[config.mk]
export PLATFORM = sky130hd
export DESIGN_NAME = gcd_complement_sum
export DESIGN_NICKNAME = d
export VERILOG_FILES = /design/src/hw/rtl/gcs_pkg.sv /design/src/hw/rtl/gcs_gcd_unit.sv /design/src/hw/rtl/gcd_complement_sum.sv
export SDC_FILE = /design/constraint.sdc
export NUM_CORES = 1
export LEC_CHECK = 0
export ABC_AREA = 1
export BUFFER_PORTS_ARGS = -buffer_cell sky130_fd_sc_hd__clkbuf_2
export CORE_ASPECT_RATIO = 2
export CORE_MARGIN = 4
export CORE_UTILIZATION = 35
export CTS_CLUSTER_SIZE = 30
export DETAILED_ROUTE_END_ITERATION = 8
export MAX_ROUTING_LAYER = met4
export SLEW_MARGIN = 10
export SYNTH_ARGS = -nofsm -noshare
export SYNTH_HDL_FRONTEND = slang
export SYNTH_HIERARCHICAL = 1
export SYNTH_SLANG_ARGS = --single-unit
[constraint.sdc]
create_clock -name clk -period 5.4 [get_ports clk]
set_clock_uncertainty 0.1 [all_clocks]
set_input_delay 1.08 -clock clk [delete_from_list [all_inputs] [get_ports clk]]
set_output_delay 1.08 -clock clk [all_outputs]
set_load 0.1 [all_outputs]
[src/hw/rtl/gcs_pkg.sv]
// gcs_pkg: shared constants for the gcd complement sum block
// no dependencies; imported by gcs_gcd_unit, gcd_complement_sum and gcd_complement_sum_tb
`timescale 1ns / 1ps

package gcs_pkg;

    localparam int MODULUS_BITS_DEF = 16;
    localparam int TRAP_BITS        = 32;

endpackage

[src/hw/rtl/gcs_gcd_unit.sv]
// gcs_gcd_unit: iterative binary gcd, one shift, swap or subtract per cycle
// depends on gcs_pkg; both operands must be nonzero at start
`timescale 1ns / 1ps

module gcs_gcd_unit #(
    parameter int WIDTH = gcs_pkg::MODULUS_BITS_DEF
) (
    input  logic             clk,
    input  logic             rst_n,
    input  logic             start,
    input  logic [WIDTH-1:0] a,
    input  logic [WIDTH-1:0] b,
    output logic             done,
    output logic [WIDTH-1:0] gcd
);
    import gcs_pkg::*;

    localparam int SHIFT_BITS = $clog2(WIDTH);

    logic                  run_reg;
    logic                  run_next;
    logic                  done_reg;
    logic                  done_next;
    logic [WIDTH-1:0]      a_reg;
    logic [WIDTH-1:0]      a_next;
    logic [WIDTH-1:0]      b_reg;
    logic [WIDTH-1:0]      b_next;
    logic [SHIFT_BITS-1:0] shift_reg;
    logic [SHIFT_BITS-1:0] shift_next;
    logic [WIDTH-1:0]      gcd_reg;
    logic [WIDTH-1:0]      gcd_next;

    // the one subtractor; its borrow doubles as the magnitude compare
    logic [WIDTH:0]        diff;
    logic                  a_less;
    logic                  equal;

    assign diff   = {1'b0, a_reg} - {1'b0, b_reg};
    assign a_less = diff[WIDTH];
    assign equal  = (a_reg == b_reg);

    always_comb
    begin
        run_next   = run_reg;
        done_next  = 1'b0;
        a_next     = a_reg;
        b_next     = b_reg;
        shift_next = shift_reg;
        gcd_next   = gcd_reg;
        if (start)
        begin
            run_next   = 1'b1;
            a_next     = a;
            b_next     = b;
            shift_next = '0;
        end
        else if (run_reg)
        begin
            if (equal)
            begin
                run_next  = 1'b0;
                done_next = 1'b1;
                gcd_next  = a_reg << shift_reg;
            end
            else if (!a_reg[0] && !b_reg[0])
            begin
                a_next     = a_reg >> 1;
                b_next     = b_reg >> 1;
                shift_next = shift_reg + 1'b1;
            end
            else if (!a_reg[0])
            begin
                a_next = a_reg >> 1;
            end
            else if (!b_reg[0])
            begin
                b_next = b_reg >> 1;
            end
            else if (a_less)
            begin
                // both odd, keep the larger one in a
                a_next = b_reg;
                b_next = a_reg;
            end
            else
            begin
                // odd minus odd is even, so halve right away
                a_next = diff[WIDTH:1];
            end
        end
    end

    always_ff @(posedge clk or negedge rst_n)
    begin
        if (!rst_n)
        begin
            run_reg  <= 1'b0;
            done_reg <= 1'b0;
        end
        else
        begin
            run_reg  <= run_next;
            done_reg <= done_next;
        end
    end

    always_ff @(posedge clk)
    begin
        a_reg     <= a_next;
        b_reg     <= b_next;
        shift_reg <= shift_next;
        gcd_reg   <= gcd_next;
    end

    assign done = done_reg;
    assign gcd  = gcd_reg;

    a_no_restart: assert property (@(posedge clk) disable iff (!rst_n)
        start |-> !run_reg)
        else $error("gcd unit restarted while running");

    a_operands_nonzero: assert property (@(posedge clk) disable iff (!rst_n)
        run_reg |-> (a_reg != '0) && (b_reg != '0))
        else $error("gcd operand reached zero");

    a_done_idle: assert property (@(posedge clk) disable iff (!rst_n)
        done_reg |-> !run_reg)
        else $error("gcd done while still running");

endmodule

[src/hw/rtl/gcd_complement_sum.sv]
// gcd_complement_sum: sums m - gcd(k, m) over k = 1..m on one shared gcd unit
// depends on gcs_pkg and gcs_gcd_unit
// sequence: a zero modulus gives done straight from idle; else each k = 1..m passes through
// the issue and wait states while the gcd unit runs its binary shift or subtract steps
// throughput: one word at a time; busy stays high until the result strobe, not set for m = 0
// done is high for one cycle as the result shows on trap_count, held until the next; receiver cannot stall
// reset: asynchronous active low, clears the sequencer and the strobe
`timescale 1ns / 1ps

module gcd_complement_sum #(
    parameter int MODULUS_BITS = gcs_pkg::MODULUS_BITS_DEF
) (
    input  logic                           clk,
    input  logic                           rst_n,
    input  logic                           start,
    output logic                           busy,
    input  logic [MODULUS_BITS-1:0]        modulus,
    output logic                           done,
    output logic [gcs_pkg::TRAP_BITS-1:0]  trap_count
);
    import gcs_pkg::*;

    localparam logic [1:0] ST_IDLE  = 2'd0;
    localparam logic [1:0] ST_ISSUE = 2'd1;
    localparam logic [1:0] ST_WAIT  = 2'd2;

    logic [1:0]              state_reg;
    logic [1:0]              state_next;
    logic [MODULUS_BITS-1:0] m_reg;
    logic [MODULUS_BITS-1:0] m_next;
    logic [MODULUS_BITS-1:0] k_reg;
    logic [MODULUS_BITS-1:0] k_next;
    logic [TRAP_BITS-1:0]    total_reg;
    logic [TRAP_BITS-1:0]    total_next;
    logic                    done_reg;
    logic                    done_next;
    logic [TRAP_BITS-1:0]    trap_reg;
    logic [TRAP_BITS-1:0]    trap_next;

    logic                    gcd_start;
    logic                    gcd_done;
    logic [MODULUS_BITS-1:0] gcd_value;
    logic [TRAP_BITS-1:0]    sum;

    gcs_gcd_unit #(
        .WIDTH (MODULUS_BITS)
    ) u_gcd (
        .clk   (clk),
        .rst_n (rst_n),
        .start (gcd_start),
        .a     (k_reg),
        .b     (m_reg),
        .done  (gcd_done),
        .gcd   (gcd_value)
    );

    // total wraps to the low bits of the result width
    assign sum       = total_reg + TRAP_BITS'(m_reg - gcd_value);
    assign gcd_start = (state_reg == ST_ISSUE);

    always_comb
    begin
        state_next = state_reg;
        m_next     = m_reg;
        k_next     = k_reg;
        total_next = total_reg;
        done_next  = 1'b0;
        trap_next  = trap_reg;
        unique case (state_reg)
            ST_IDLE:
            begin
                if (start)
                begin
                    m_next     = modulus;
                    k_next     = {{(MODULUS_BITS-1){1'b0}}, 1'b1};
                    total_next = '0;
                    if (modulus == '0)
                    begin
                        done_next = 1'b1;
                        trap_next = '0;
                    end
                    else
                    begin
                        state_next = ST_ISSUE;
                    end
                end
            end
            ST_ISSUE:
            begin
                state_next = ST_WAIT;
            end
            ST_WAIT:
            begin
                if (gcd_done)
                begin
                    total_next = sum;
                    if (k_reg == m_reg)
                    begin
                        done_next  = 1'b1;
                        trap_next  = sum;
                        state_next = ST_IDLE;
                    end
                    else
                    begin
                        k_next     = k_reg + 1'b1;
                        state_next = ST_ISSUE;
                    end
                end
            end
            default:
            begin
                state_next = ST_IDLE;
            end
        endcase
    end

    always_ff @(posedge clk or negedge rst_n)
    begin
        if (!rst_n)
        begin
            state_reg <= ST_IDLE;
            done_reg  <= 1'b0;
        end
        else
        begin
            state_reg <= state_next;
            done_reg  <= done_next;
        end
    end

    always_ff @(posedge clk)
    begin
        m_reg     <= m_next;
        k_reg     <= k_next;
        total_reg <= total_next;
        trap_reg  <= trap_next;
    end

    assign busy       = (state_reg != ST_IDLE);
    assign done       = done_reg;
    assign trap_count = trap_reg;

    a_finish_strobes: assert property (@(posedge clk) disable iff (!rst_n)
        $fell(busy) |-> done)
        else $error("left busy without a result");

    a_zero_modulus: assert property (@(posedge clk) disable iff (!rst_n)
        (start && !busy && (modulus == '0)) |=> done && (trap_count == '0))
        else $error("zero modulus did not give zero at once");

    a_gcd_bounded: assert property (@(posedge clk) disable iff (!rst_n)
        (state_reg == ST_WAIT && gcd_done) |-> (gcd_value != '0) && (gcd_value <= m_reg))
        else $error("gcd out of range");

    a_k_bounded: assert property (@(posedge clk) disable iff (!rst_n)
        busy |-> (k_reg != '0) && (k_reg <= m_reg))
        else $error("k stepped past the modulus");

endmodule

======== After elaboration in Yosys (flattened, before gate mapping) ========
Index checks and enable logic that the tools add are counted.
W data, S select, Z words.
storage, ports and cells
  bits in latches ......................... 0
  RAM bits ................................ 0
  input bits .............................. 19
  output and inout port bits .............. 34
  memory bits (read-only) ................. 0
  memories ................................ 0
  flip-flop bits (word level) ............. 153
cells by class
  $mul .................................... 0
  add/subtract/negate cells ............... 5
  muxes and demuxes ....................... 42
  reductions and logical operators ........ 20
  order comparisons ....................... 0
  shift-type cells ........................ 1
  eq/ne operators ......................... 13
  divide/modulo/power cells ............... 0
  bitwise gates (word level) .............. 2
operator list
  kind                     count
  $mux W16                 17
  $mux W32                 6
  $pmux W32 S2             2
  $sub A16 B16 Y17         2
  $add A32 B32 Y32         1
  $eq A16 B16 Y1           2
  $pmux W16 S2             1
  $reduce_and A3 Y1        6
  $add A16 B1 Y16 const B  1
  $logic_not A16 Y1        1
  $shl A16 B4 Y16          1
  $ne A2 B2 Y1 const B     6
  $mux W1                  11
  $ne A4 B4 Y1 const B     2
  $reduce_and A4 Y1        2
  $mux W2                  3
  $pmux W2 S3              1
  $reduce_bool A2 Y1       3
  $reduce_and A5 Y1        1
  $add A4 B1 Y4 const B    1
  $reduce_and A2 Y1        2
  $reduce_bool A3 Y1       1
  $eq A2 B1 Y1 const B     1
  $eq A2 B2 Y1 const B     1
  other kinds (6)          8

======== Depth between registers and ports, before layout ========
  depth after elaboration ................. 8
  gate-level depth with buffers ........... 26

======== Hierarchy ========
The synthesis kept the hierarchy.
by module, submodules not included
  module              times used  sequential area each (sq um)  area each (sq um)  cells each
  gcd_complement_sum  1           2957.8                        7113.1             901
  gcs_gcd_unit        1           1571.5                        4425.5             633

======== Worst setup path after synthesis ========
OpenSTA, ideal clock, no wires.
  path type ............................... input to register
  start ................................... input port start
  end ..................................... register trap_reg[0], in the netlist trap_count[0] (enable)
  cell stages on the path ................. 4
  arrival time ............................ 5.098 ns
  path buffers ............................ 0
  setup slack ............................. -0.220 ns
  library setup time ...................... 0.421 ns
  cell sequence ........................... inv_1 > o21ai_0 > nand2_1 > nor2_1
between the ends
  word-level cells in the longest chain between the ends .. 2
RTL lines
  item                         line                       RTL
  start: declaration           gcd_complement_sum.sv:15   input logic start,
  $ne A2 B2 Y1 (no line)       --
  $reduce_and A5 Y1 (no line)  --
  end signal: assignment       gcd_complement_sum.sv:136  trap_reg <= trap_next;
  end: declaration             gcd_complement_sum.sv:37   logic [TRAP_BITS-1:0] trap_reg;
Every way passes these cells.
A chain may end at the register's enable or synchronous reset.

======== Final worst setup path ========
  start ................................... register m_reg[0]
  end ..................................... register total_reg[19], data pin
between the ends
  word-level cells in the longest chain between the ends .. 4
RTL lines
  item                      line                       RTL
  start: declaration        gcd_complement_sum.sv:29   logic [MODULUS_BITS-1:0] m_reg;
  start signal: assignment  gcd_complement_sum.sv:133  m_reg <= m_next;
  $sub A16 B16 Y17          gcd_complement_sum.sv:58   assign sum = total_reg + TRAP_BITS'(m_reg - gcd_value);
  $add A32 B32 Y32          gcd_complement_sum.sv:58
  $mux W32                  gcd_complement_sum.sv:94   if (gcd_done)
  $pmux W32 S2              gcd_complement_sum.sv:69   unique case (state_reg)
  via total_next[19]        gcd_complement_sum.sv:34   logic [TRAP_BITS-1:0] total_next;
  end signal: assignment    gcd_complement_sum.sv:135  total_reg <= total_next;
  end: declaration          gcd_complement_sum.sv:33   logic [TRAP_BITS-1:0] total_reg;
The timed path passes the listed nets, and every way through them passes these cells. The select of a mux whose other input is x is not followed.

==> impl_metrics.py <==
metrics = {
    "outcome": {
        "outcome": "finished clean",
    },
    "routing": {
        "wl_per_cell_um": 17.5,
        "vias": 10200,
        "drt-pass1-iter-count": 5,
        "antenna_left": 0,
        "post_drt_via_cell_ratio": 5.02,
        "drtIter0Drc": 575,
        "totalWireLength_mm": 35.4,
        "drc_errors": 0,
    },
    "synthesis": {
        "syn_area_um2": 11500,
        "synth_edf_count": 144,
        "synthCells": 1534,
        "ys_seq_area_frac": 0.393,
        "yosys_most_used_dff": "edfxtp_1",
        "yosysUniqueCellTypes": 54,
        "synth_seq_cells": 153,
        "yosys_warnings": 6,
        "synthesis.nets": 1628,
        "async_reset_ff_frac": 0.0327,
        "syn_area_per_cell_um2": 7.52,
    },
    "sta": {
        "tightest_slew_ns": 1.01,
        "slew_viol_final": 0,
        "worst_hold_slack_ns": 0.329,
        "setup_viol": 0,
        "finalCritPeriodShare": 0.721,
        "final.setup.tns_ns": 0,
        "fmax_mhz": 257,
        "hold_violations": 0,
        "maxSlewHeadroom": 0.324,
        "fin_crit_ns": 3.89,
        "grt_setup_unrepaired": "no",
    },
    "worst_hold_path": {
        "hp-class": "in2async",
    },
    "layout": {
        "syn_to_final_growth_pct": 11.6,
        "finalNetCount": 1679,
        "final_cell_mix": "nand2_1, inv_1, nor2_1, edfxtp_1, a21oi_1",
        "finish.instance_area_um2": 12900,
        "diodes": 0,
        "final_common_cell": "nand2_1",
        "drive_above_1_share": 0.130,
        "final_cells": 2025,
    },
    "cts": {
        "cts_hold_buf": 0,
        "htreeDepth": 4,
        "clk_path_buf_depth": 2,
        "postCtsSetupRepairBufs": 0,
        "cts.clk_slew.worst_paths_ns": 0.07,
        "cts_tree": "built",
        "ctsResizeCount": 0,
        "worstSkewPairLatency_ns": 0.45,
        "cts.sinks": 153,
        "cts_made_buffers": 17,
        "cts-root-buf": "clkbuf_16",
    },
    "critical_path": {
        "arrival_ns": 4.00,
        "setup.worst_path.class": "reg2reg",
        "cp_max_fo": 15,
        "reg2reg_depth": 21,
        "required_ns": 5.51,
        "start_kind": "flip-flop",
        "cp-end-kind": "flip-flop",
    },
    "global_route": {
        "grt_first_pass_wirelength_mm": 54.8,
        "grt_start_max_net_pins": 38,
        "grt_usage": 0.207,
        "antenna_found_initial": 0,
        "grt_overflow": 0,
        "grt_pass1_vias": 10400,
    },
    "pwr": {
        "vdd_drop_max_uv": 249,
        "p_per_area_nw_per_um2": 702,
        "power.switching_w": 0.00475,
        "clkPwrFrac": 0.142,
        "pwr-share-seq": 0.258,
        "total_power_w": 0.00904,
        "combPwrFrac": 0.601,
        "internal_power_w": 0.00429,
        "switching_share": 0.526,
        "p_leak_nw": 6.17,
    },
    "placed_design": {
        "dp_cells": 1993,
        "io_buffers": 52,
        "placed_area_um2": 12300,
        "finalWeightedCongestion": 1.01,
        "dp_hpwl_mm": 28.8,
    },
    "floorplanning": {
        "start_util": 0.357,
        "core-area_um2": 32300,
        "die_h_um": 265,
        "ioPinCount": 53,
        "dieArea_um2": 36100,
        "std_cell_rows": 93,
        "die_x_um": 136,
    },
    "flow_run": {
        "maxCapViolCount": 0,
    },
}
per-layer routing:
metal,share of wire,vias to the layer above,track usage
met5,0,-,-
met4,0.085,0,0.162
met3,0.028,119,0.0275
met2,0.58,276,0.408
met1,0.30,4723,0.161
li1,-,5041,-
power groups by stage:
stage	registers (W)	clock network (W)	logic [W]
floorplan	0.00248	0	0.00382
CTS	0.00233	0.00130	0.00542
finish	0.00233	0.00128	0.00543
global placement	0.00235	0	0.00534
global route	0.00237	0.00136	0.00600
detailed placement	0.00235	0	0.00540
worst paths after layout:
kind	from	end	slack [ns]
max in group asynchronous	rst_n	done	4.74
min in group clk	u_gcd/done	state_reg[1]	0.39
worst min-delay path	rst_n	state_reg[0]	0.33
worst max register to register	m_reg[0]	total_reg[19]	1.51
worst max-delay path	m_reg[0]	total_reg[19]	1.51
worst min register to register	u_gcd/done	state_reg[1]	0.39
Yosys cell counts, types with 8 or more instances:
master | n | area share
edfxtp_1 | 144 | 0.37
o21ai_0 | 53 | 0.023
xnor2_1 | 24 | 0.018
xor2_1 | 13 | 0.0099
o21bai_1 | 8 | 0.0052
ha_1 | 72 | 0.078
nand2_1 | 434 | 0.14
clkbuf_1 | 15 | 0.0049
a21oi_1 | 117 | 0.051
nor3_1 | 21 | 0.0091
nor2_2 | 9 | 0.0049
nor2_1 | 146 | 0.047
nand3_1 | 66 | 0.029
a21oi_2 | 11 | 0.0083
nand4_1 | 9 | 0.0049
nand2_2 | 39 | 0.021
inv_2 | 17 | 0.0055
inv_1 | 240 | 0.078
nand3_2 | 19 | 0.016
critical path: stages, from the launching register on:
cell,delay [ns]
edfxtp_1,0.39
inv_1,0.08
ha_1,0.22
fa_1,0.40
inv_1,0.07
nand2_1,0.05
nand2_1,0.09
nand3_1,0.08
nand2_1,0.15
nand2_1,0.09
nand2_1,0.09
inv_1,0.29
ha_1,0.50
nand2_1,0.19
nor2_1,0.25
nand2_1,0.08
nand2_1,0.08
inv_1,0.05
nand2_1,0.19
nand2_1,0.08
nand2_1,0.06
nor2_1,0.05
kinds of logic after synthesis:
family / after synthesis / share of synthesized area
XOR/XNOR: 37 / 0.0281
adder cells (fa/ha/maj): 75 / 0.0833
AND/OR/NAND/NOR: 771 / 0.297
multiplexers: 1 / 0.000868
buffers and inverters: 289 / 0.0980
flip-flops: 153 / 0.393
AO/OA/AOI/OAI: 208 / 0.0998
layout make-up:
type                            count  area, um2
Timing Repair Buffer               60        320
Inverter                          261        982
Clock buffer                       17        425
Multi-Input combinational cell   1092       5900
Tap cell                          427        534
Clock inverter                     15        186
Fill cell                        3437      19500
Sequential cell                   153       4530
stage by stage:
stage | worst slack (ns) | utilization
floorplan | 0.687 | -
global placement | 1.60 | 0.379
detailed placement | 1.55 | 0.379
CTS | 1.53 | 0.398
global route | 1.22 | 0.398
finish | 1.51 | 0.398
No activity file was read; power rests on OpenSTA's default activity.
